File: src/sv/sldm_pkg.sv
// shared types, codes and constants for the sorted list difference merge
`timescale 1ns / 1ps

package sldm_pkg;

   localparam int LIST_DEPTH_DEF = 64;
   localparam int REC_W          = 31;
   localparam int WT_W           = 32;

   typedef enum logic [1:0] {
      CMD_LOAD_A = 2'd0,
      CMD_LOAD_B = 2'd1,
      CMD_RUN    = 2'd2,
      CMD_NOP    = 2'd3
   } cmd_type;

   typedef struct packed {
      logic [1:0]       cmd;
      logic [REC_W-1:0] record_id;
      logic [WT_W-1:0]  weight_bits;
   } req_type;

   typedef struct packed {
      logic [REC_W-1:0] out_record;
      logic [WT_W-1:0]  out_weight;
      logic             is_last;
      logic             is_empty;
      logic             overflowed;
   } rsp_type;

   typedef enum logic [1:0] {
      ST_IDLE,
      ST_READ,
      ST_CMP,
      ST_FLUSH
   } state_type;

   // controller to datapath
   typedef struct packed {
      logic load;
      logic start;
      logic adv_a;
      logic adv_b;
      logic emit;
      logic flush;
   } dp_cmd_type;

   // datapath to controller
   typedef struct packed {
      logic a_done;
      logic b_done;
      logic a_gt_b;
      logic a_eq_b;
      logic out_free;
      logic pend_valid;
   } dp_status_type;

endpackage

File: src/sv/sldm_ctrl.sv
// controller state machine for the two-pointer merge walk
`timescale 1ns / 1ps

module sldm_ctrl (
   input  logic                   clock,
   input  logic                   reset,
   input  logic                   req_valid,
   input  logic [1:0]             req_cmd,
   output logic                   req_ready,
   input  sldm_pkg::dp_status_type status,
   output sldm_pkg::dp_cmd_type   dp_cmd
);
   import sldm_pkg::*;

   state_type state_ff;
   state_type state_in;
   logic      take_a;

   // a entry survives when b is exhausted or a's record is below b's
   assign take_a = status.b_done || (!status.a_gt_b && !status.a_eq_b);

   always_ff @(posedge clock) begin
      if (reset) begin
         state_ff <= ST_IDLE;
      end else begin
         state_ff <= state_in;
      end
   end

   always_comb begin
      state_in = state_ff;
      case (state_ff)
         ST_IDLE: begin
            if (req_valid && (req_cmd == CMD_RUN)) begin
               state_in = ST_READ;
            end
         end
         ST_READ: begin
            if (status.a_done) begin
               state_in = ST_FLUSH;
            end else begin
               state_in = ST_CMP;
            end
         end
         ST_CMP: begin
            if (!(take_a && status.pend_valid && !status.out_free)) begin
               state_in = ST_READ;
            end
         end
         ST_FLUSH: begin
            if (status.out_free) begin
               state_in = ST_IDLE;
            end
         end
         default: state_in = ST_IDLE;
      endcase
   end

   always_comb begin
      dp_cmd    = '0;
      req_ready = 1'b0;
      case (state_ff)
         ST_IDLE: begin
            req_ready    = 1'b1;
            dp_cmd.load  = req_valid && ((req_cmd == CMD_LOAD_A) || (req_cmd == CMD_LOAD_B));
            dp_cmd.start = req_valid && (req_cmd == CMD_RUN);
         end
         ST_READ: begin
            dp_cmd = '0;
         end
         ST_CMP: begin
            if (take_a) begin
               if (!(status.pend_valid && !status.out_free)) begin
                  dp_cmd.emit  = 1'b1;
                  dp_cmd.adv_a = 1'b1;
               end
            end else if (status.a_gt_b) begin
               dp_cmd.adv_b = 1'b1;
            end else begin
               dp_cmd.adv_a = 1'b1;
               dp_cmd.adv_b = 1'b1;
            end
         end
         ST_FLUSH: begin
            dp_cmd.flush = status.out_free;
         end
         default: dp_cmd = '0;
      endcase
   end

endmodule

File: config.mk
export PLATFORM = sky130hd
export DESIGN_NAME = sldm_ctrl
export DESIGN_NICKNAME = d
export VERILOG_FILES = /design/src/sv/sldm_pkg.sv /design/src/sv/sldm_ctrl.sv
export SDC_FILE = /design/constraint.sdc
export NUM_CORES = 1
export LEC_CHECK = 0
export BUFFER_PORTS_ARGS = -buffer_cell sky130_fd_sc_hd__buf_2
export CAP_MARGIN = 30
export CORE_AREA = 5 5 42 44
export CTS_CLUSTER_DIAMETER = 150
export DETAILED_ROUTE_END_ITERATION = 6
export DIE_AREA = 0 0 47 49
export GPL_TIMING_DRIVEN = 0
export SLEW_MARGIN = 10
export SYNTH_ARGS = -nofsm -noshare
export SYNTH_HDL_FRONTEND = slang
export SYNTH_SLANG_ARGS = --single-unit
File: constraint.sdc
create_clock -name clock -period 1.1 [get_ports clock]
set_input_delay 0.22 -clock clock [delete_from_list [all_inputs] [get_ports clock]]
set_output_delay 0.22 -clock clock [all_outputs]
set_load 0.03 [all_outputs]
==> Word-level counts from Yosys, hierarchy flattened <==
Index checks and enable logic that the tools add are counted.
{ "word_totals": {"register_bits": 2, "n_memories": 0, "mem_bits_ro": 0, "ram_bits": 0, "out_inout_bits": 7, "latchBits": 0, "wordCells": 37} }
{ "classes": {"multipliers": 0, "order_cmp": 0, "n_addsub": 0, "bitwise_logic": 0, "reduce_logical": 14, "div_mod_pow": 0, "mux": 14, "eq_ne": 8, "shift": 0} }
{ "op_table": {"columns": ["op", "n"], "rows": [
  ["$mux 1", 8],
  ["$mux 2", 4],
  ["$pmux 2 s4", 1],
  ["$eq 2x2->1 const B", 3],
  ["$logic_and 1x1->1", 6],
  ["$ne 2x2->1 const B", 3],
  ["$eq 2x1->1 const B", 2],
  ["$logic_not 2->1", 2],
  ["$logic_not 1->1", 3],
  ["$mux 3", 1],
  ["$reduce_and 3->1", 1],
  ["$logic_or 1x1->1", 2]
]} }

==> Depth between registers and ports, before layout <==
Gate-level depths: netlist (run 1).
{ "depth": {"depth_word": 7, "ltp_mapped": 3, "depth_no_buf": 3} }

==> Worst setup path after synthesis (run 1) <==
OpenSTA, ideal clock, no wires.
{ "synth_path": {"kind": "register to output", "from": "register state_ff[1]", "to": "output port dp_cmd[5] in the netlist's numbering", "path_slack_ns": -0.482, "t_arrival_ns": 1.362, "path_stages_with_launch": 4, "path_buffers": 0, "path_cell_list": "dfxtp_1 nor2_1 nand2_1 nor2_1"} }
{ "synth_rtl": {"columns": ["element", "line", "rtl"], "rows": [
  ["start, declared", "sldm_ctrl.sv:15", "state_type state_ff;"],
  ["start signal, assigned", "sldm_ctrl.sv:26", "state_ff <= state_in;"],
  ["end, declared", "sldm_ctrl.sv:11", "output sldm_pkg::dp_cmd_type dp_cmd"]
]} }

==> run_results.csv, run 1 <==
group,metric,value,unit
final_layout,nNetsFinal,60,
critical_path,cp.required,0.88,ns
route,via_per_inst,4.24,
cts,cts_buffers,3,
floorplan,die_h,49,µm
logic_synthesis,synthMuxAreaShare,0,%
logic_synthesis,synth_top_family_by_area,"simple AND/OR/NAND/NOR gates",
cts,cts-root-buf,"clkbuf_4",
timing,fmax,0.763,GHz
logic_synthesis,synth_ff_type,"dfxtp_1",
logic_synthesis,synth-seq-cells,2,
placed_design,port_buffers,17,
final_layout,final_layout_size_suffix_gt1_share,74.5,%
logic_synthesis,synth_cell_types,16,
final_layout,instances_no_fill,63,
cts,cts.clk_slew.worst_paths,0.03,ns
logic_synthesis,synth_compound_area_share,22.1,%
status,status,"finished, violations left",
cts,clock-sinks,2,
critical_path,worstSetupEndpointType,"primary output",
critical_path,cp.arrival,1.09,ns
timing,finClkSkew,0.00269,ns
grt,grtUsageMet3,3.69,%
critical_path,slowest_delay,0.36,ns
logic_synthesis,synth_area_leader_cell,"dfxtp_1",
grt,met1_usage,6.78,%
placed_design,dp.cells,59,
grt,grt_busiest_layer,"met2",
critical_path,r2r_cells,3,
pwr,p_leak,0.192,nW
cts,htreeDepth,1,
final_layout,final_util,30.4,%
grt,grt_pass1_vias,271,
job,timing.max_cap.violations,0,
logic_synthesis,async_flop_share,0,%
route,drc,0,
final_layout,largest-register,"state_ff",
timing,finalHoldViolations,0,
critical_path,worstSetupStartpointType,"flip-flop",
floorplan,std_cell_rows,14,
final_layout,reg.largest.list,"state_ff x2",
logic_synthesis,synth-edff-count,0,
timing,tightest_slew,0.371,ns
critical_path,criticalPathCategory,"flip-flop to primary output",
timing,min_period_over_period,119,%
critical_path,crit_chain,"nand2b_4 -> a221oi_4 -> buf_6",
critical_path,crit_slowest_cell,"dfxtp_4",
route,drt-initial-drc-count,1,
floorplan,start_util,13.3,%
floorplan,chipWidth,47,µm
logic_synthesis,syn_inst,26,
final_layout,fill_cells,158,
cts,clk_latency,0.22,ns
placed_design,preCtsSetupSlack,-0.113,ns
route,antenna_left,0,
floorplan,die_area,0.00230,mm²
pwr,vdd_drop_max,0.000487,V
logic_synthesis,synthTopCellsByArea,"dfxtp_1, nor2_1, nor2b_1",
logic_synthesis,syn_area_per_cell,7.17,µm²
cts,hold_buffers,0,
status,violations,"negative setup slack",
logic_synthesis,synth_fp_nets,37,
critical_path,crit_start,"state_ff[0]$_SDFFE_PP0P_",
final_layout,layout_common_cells,"buf_2, buf_6, nand2_1, clkbuf_4",
final_layout,n_antenna_cell,0,
route,vias,267,
timing,maxSlewViolCount,0,
cts,cts_max_path_buffers,2,
logic_synthesis,synthSimpleGateAreaFrac,54.4,%
hold_path,hold-path-cell-count,2,
hold_path,hold_start,"reset",
route,finalWirelength,641,µm
logic_synthesis,synth_top_area_share,21.5,%
grt,grt_max_degree,8,
critical_path,cp_max_fo,6,
final_layout,design_area,425,µm²
logic_synthesis,syn-cell-area,186,µm²
placed_design,placed_cell_area,330,µm²
logic_synthesis,synth-xor-area-share,0,%
hold_path,hp-class,"primary input to flip-flop",
cts,cts_tree,"built",
route,dr.pass1.iters,2,
final_layout,largest_reg_flops,2,
critical_path,reg2reg_from,"state_ff[1]$_SDFFE_PP0P_",
grt,grt_pass1_wl,1060,µm
grt,grt_usage,6.40,%
timing,relSlewSlack,75.2,%
timing,final.min_clock_period,1.31,ns
timing,fin_ws,-0.210,ns
final_layout,final_common_cell,"buf_2",
pwr,power-per-cell-area,989,mW/mm²
floorplan,io_pins,18,
grt,antenna_found_initial,0,
placed_design,gp_congestion,0.612,
timing,rsz0062_at_grt,"yes",
final_layout,syn_to_final_growth,128,%
logic_synthesis,synthAdderAreaFrac,0,%
floorplan,core_area,0.00140,mm²
logic_synthesis,seq_area_frac_synth,21.5,%
grt,use_met2,9.28,%
route,wl_per_cell,10.2,µm
logic_synthesis,ys_warn_count,0,
grt,overflow,0,
timing,setup_violations,6,
## worst max-delay path, delay by kind of cell (launching register included)
kind,cells,cell delay (ns)
and+or+nand+nor,1,0.15
AOI/OAI and AO/OA,1,0.19
buffers and inverters,1,0.17
DFF,1,0.36
## through the flow
stage | power (mW) | hold WS, ns | TNS (ns)
CTS | 0.428 | 0.170 | -0.956
finish | 0.421 | 0.182 | -0.937
floorplan | 0.181 | 0.291 | -0.105
detailed placement | 0.228 | 0.418 | -0.145
global route | 0.461 | 0.179 | -1.33
global placement | 0.225 | 0.418 | -0.121
## cell usage after synthesis (2+ instances only)
library cell  instances
nor2b_1               3
nor2_1                5
and3_1                2
dfxtp_1               2
nand2_1               3
## layout make-up
class	instances	area, µm²	area share (%)
inverter	1	3.75	0.882
sequential	2	47.5	11.2
clock buffer	3	22.5	5.29
tap	16	20.0	4.71
multi-input combinational	23	195	45.9
timing repair buffer	18	136	32.1
## logic make-up after synthesis
| group | Yosys count |
|---|---|
| buffers and inverters | 1 |
| DFF | 2 |
| and+or+nand+nor | 18 |
| AOI/OAI and AO/OA | 5 |
## layer usage
| layer | part of all wire (%) | up-vias |
|---|---|---|
| li1 | - | 138 |
| met1 | 41 | 117 |
| met2 | 49 | 12 |
| met3 | 10 | 0 |
| met4 | 0 | 0 |
| met5 | 0 | - |
## timing repair
| item | in CTS | in global routing |
|---|---|---|
| endpoints found under the hold margin | 0 | 0 |
| buffers inserted | 0 | 1 |
| setup endpoints to repair | 7 | 8 |
| resized for setup | 16 | 4 |
| pin swaps | 0 | 4 |
## final timing paths
path	end	slack, ns
worst max register to register	state_ff[0]$_SDFFE_PP0P_	0.08
worst max-delay path	dp_cmd[3]	-0.21
worst min-delay path	state_ff[0]$_SDFFE_PP0P_	0.18
worst min register to register	state_ff[0]$_SDFFE_PP0P_	0.59
## power by group
group	leakage (nW)	switching (mW)	internal (mW)
logic	0.161	0.0836	0.0794
clock network	0.0138	0.0425	0.120
registers	0.0178	0.0147	0.0799
total	0.192	0.141	0.280
Power figures use the tool's default switching activity.
==> inputs of run 2 (changes only) <==
--- a/config.mk
+++ b/config.mk
@@ -11,7 +11,7 @@
 export CTS_CLUSTER_DIAMETER = 150
 export DETAILED_ROUTE_END_ITERATION = 6
 export DIE_AREA = 0 0 47 49
-export GPL_TIMING_DRIVEN = 0
+export RECOVER_POWER = 50
 export SLEW_MARGIN = 10
 export SYNTH_ARGS = -nofsm -noshare
 export SYNTH_HDL_FRONTEND = slang
==> run_results.csv, run 2 (synthesis results as in run 1) <==
group,metric,value,unit
cts,clk_latency,0.23,ns
final_layout,nNetsFinal,67,
pwr,internal_power,0.317,mW
timing,final.min_clock_period,1.29,ns
placed_design,dp_hpwl,561,µm
critical_path,r2r_cells,4,
grt,met1_usage,6.77,%
pwr,finalPower,0.471,mW
hold_path,hold-path-cell-count,2,
route,via_per_inst,4.16,
timing,fin_ws,-0.194,ns
floorplan,die_area,0.00230,mm²
cts,htreeDepth,1,
pwr,p_seq_share,19.2,%
route,drt-initial-drc-count,0,
floorplan,start_util,13.3,%
cts,cts_buffers,3,
cts,cts_tree,"built",
hold_path,hold_start,"reset",
route,vias,291,
grt,grt_usage,6.89,%
pwr,power-per-cell-area,946,mW/mm²
critical_path,reg2reg_from,"state_ff[1]$_SDFFE_PP0P_",
final_layout,fill_cells,153,
status,status,"finished, violations left",
critical_path,criticalPathCategory,"flip-flop to primary output",
pwr,switchingPower,0.154,mW
final_layout,layout_common_cells,"buf_6, buf_2, buf_4",
floorplan,die_h,49,µm
critical_path,worstSetupEndpointType,"primary output",
floorplan,chipWidth,47,µm
critical_path,cp.required,0.88,ns
route,finalWirelength,700,µm
final_layout,final_util,35.5,%
critical_path,cp_max_fo,4,
final_layout,largest_reg_flops,2,
timing,setup_violations,8,
final_layout,design_area,498,µm²
hold_path,hold_end,"state_ff[0]$_SDFFE_PP0P_",
cts,cts_max_path_buffers,2,
placed_design,placed_cell_area,383,µm²
grt,overflow,0,
timing,finClkSkew,0.00473,ns
timing,tightest_slew,0.367,ns
pwr,vdd_drop_max,0.000483,V
final_layout,syn_to_final_growth,167,%
timing,rsz0062_at_grt,"yes",
critical_path,r2r-end,"state_ff[0]$_SDFFE_PP0P_",
pwr,switching_share,32.6,%
placed_design,gp_congestion,0.659,
timing,maxSlewViolCount,0,
cts,clock-sinks,2,
grt,grt_pass1_vias,287,
final_layout,reg.largest.list,"state_ff x2",
grt,grt_max_degree,6,
timing,relSlewSlack,75.5,%
floorplan,io_pins,18,
hold_path,hp-class,"primary input to flip-flop",
timing,holdWs,0.168,ns
final_layout,final_common_cell,"buf_6",
critical_path,regToRegSetupSlack,-0.03,ns
job,timing.max_cap.violations,0,
route,antenna_left,0,
grt,antenna_found_initial,0,
pwr,p_leak,0.233,nW
grt,use_met2,10.4,%
placed_design,port_buffers,17,
timing,finalHoldViolations,0,
final_layout,largest-register,"state_ff",
critical_path,cp.arrival,1.07,ns
route,wl_per_cell,10.0,µm
timing,min_period_over_period,118,%
cts,cts.clk_slew.worst_paths,0.03,ns
route,dr.pass1.iters,1,
final_layout,n_antenna_cell,0,
grt,grt_pass1_wl,1110,µm
critical_path,worstSetupStartpointType,"flip-flop",
pwr,pwr-share-clk,35.0,%
route,drc,0,
timing,fmax,0.773,GHz
pwr,combPwrFrac,45.8,%
floorplan,core_area,0.00140,mm²
grt,grt_busiest_layer,"met2",
grt,grtUsageMet3,5.54,%
floorplan,std_cell_rows,14,
status,violations,"negative setup slack",
cts,cts-root-buf,"clkbuf_4",
final_layout,final_layout_size_suffix_gt1_share,79.6,%
==> run 2: layer usage <==
layer / vias up / wire [µm] / share of wire, %
li1: 148 / - / -
met1: 128 / 258 / 37
met2: 15 / 328 / 47
met3: 0 / 112 / 16
met4: 0 / 0 / 0
met5: - / 0 / 0
==> run 2: how the worst max path moves through the flow <==
stage / to / slack [ns] / from
2_1_floorplan: dp_cmd[5] / -0.08 / state_ff[0]$_SDFFE_PP0P_
3_3_place_gp: dp_cmd[3] / -0.10 / status[4]
3_5_place_dp: dp_cmd[3] / -0.12 / status[4]
4_1_cts: dp_cmd[1] / -0.22 / state_ff[0]$_SDFFE_PP0P_
5_1_grt: dp_cmd[5] / -0.24 / state_ff[0]$_SDFFE_PP0P_
6_report: dp_cmd[1] / -0.19 / state_ff[0]$_SDFFE_PP0P_
==> run 2: final cells by class <==
type | count | area (µm²) | area share [%]
clock buffers | 3 | 22.5 | 4.52
flip-flops and latches | 2 | 45.0 | 9.05
inverters | 1 | 3.75 | 0.754
well taps | 16 | 20.0 | 4.02
multi-input cells | 23 | 203 | 40.7
repair buffers | 25 | 204 | 41.0
==> run 2: power groups by stage <==
| stage | Sequential (mW) | Combinational (mW) | Clock [mW] |
|---|---|---|---|
| 6_report | 0.0905 | 0.216 | 0.165 |
| 4_1_cts | 0.0897 | 0.208 | 0.172 |
| 5_1_grt | 0.0915 | 0.230 | 0.184 |
| 2_1_floorplan | 0.0913 | 0.0902 | 0 |
| 3_5_place_dp | 0.0883 | 0.170 | 0 |
| 3_3_place_gp | 0.0882 | 0.168 | 0 |
==> run 2: stage by stage <==
stage / instances / setup TNS [ns] / worst slack (ns)
after CTS: 69 / -1.17 / -0.220
after global placement: 66 / -0.144 / -0.103
after detailed placement: 66 / -0.192 / -0.121
after floorplan: 26 / -0.105 / -0.0774
after global routing: 70 / -1.50 / -0.244
final: 70 / -1.16 / -0.194
==> run 2: repair_timing <==
action                                  CTS  global route
buffers inserted                          0             1
pin swaps                                 3             2
gates resized for setup                  22             3
hold buffers                              0             0
endpoints found under the setup margin    7             8
==> run 2: critical path, cell delays in order, from the launching register on <==
cell and delay (ns):
dfxtp_2 0.32, buf_6 0.12, nor2b_4 0.11, nand2_2 0.06, nor2_2 0.09, buf_6 0.13
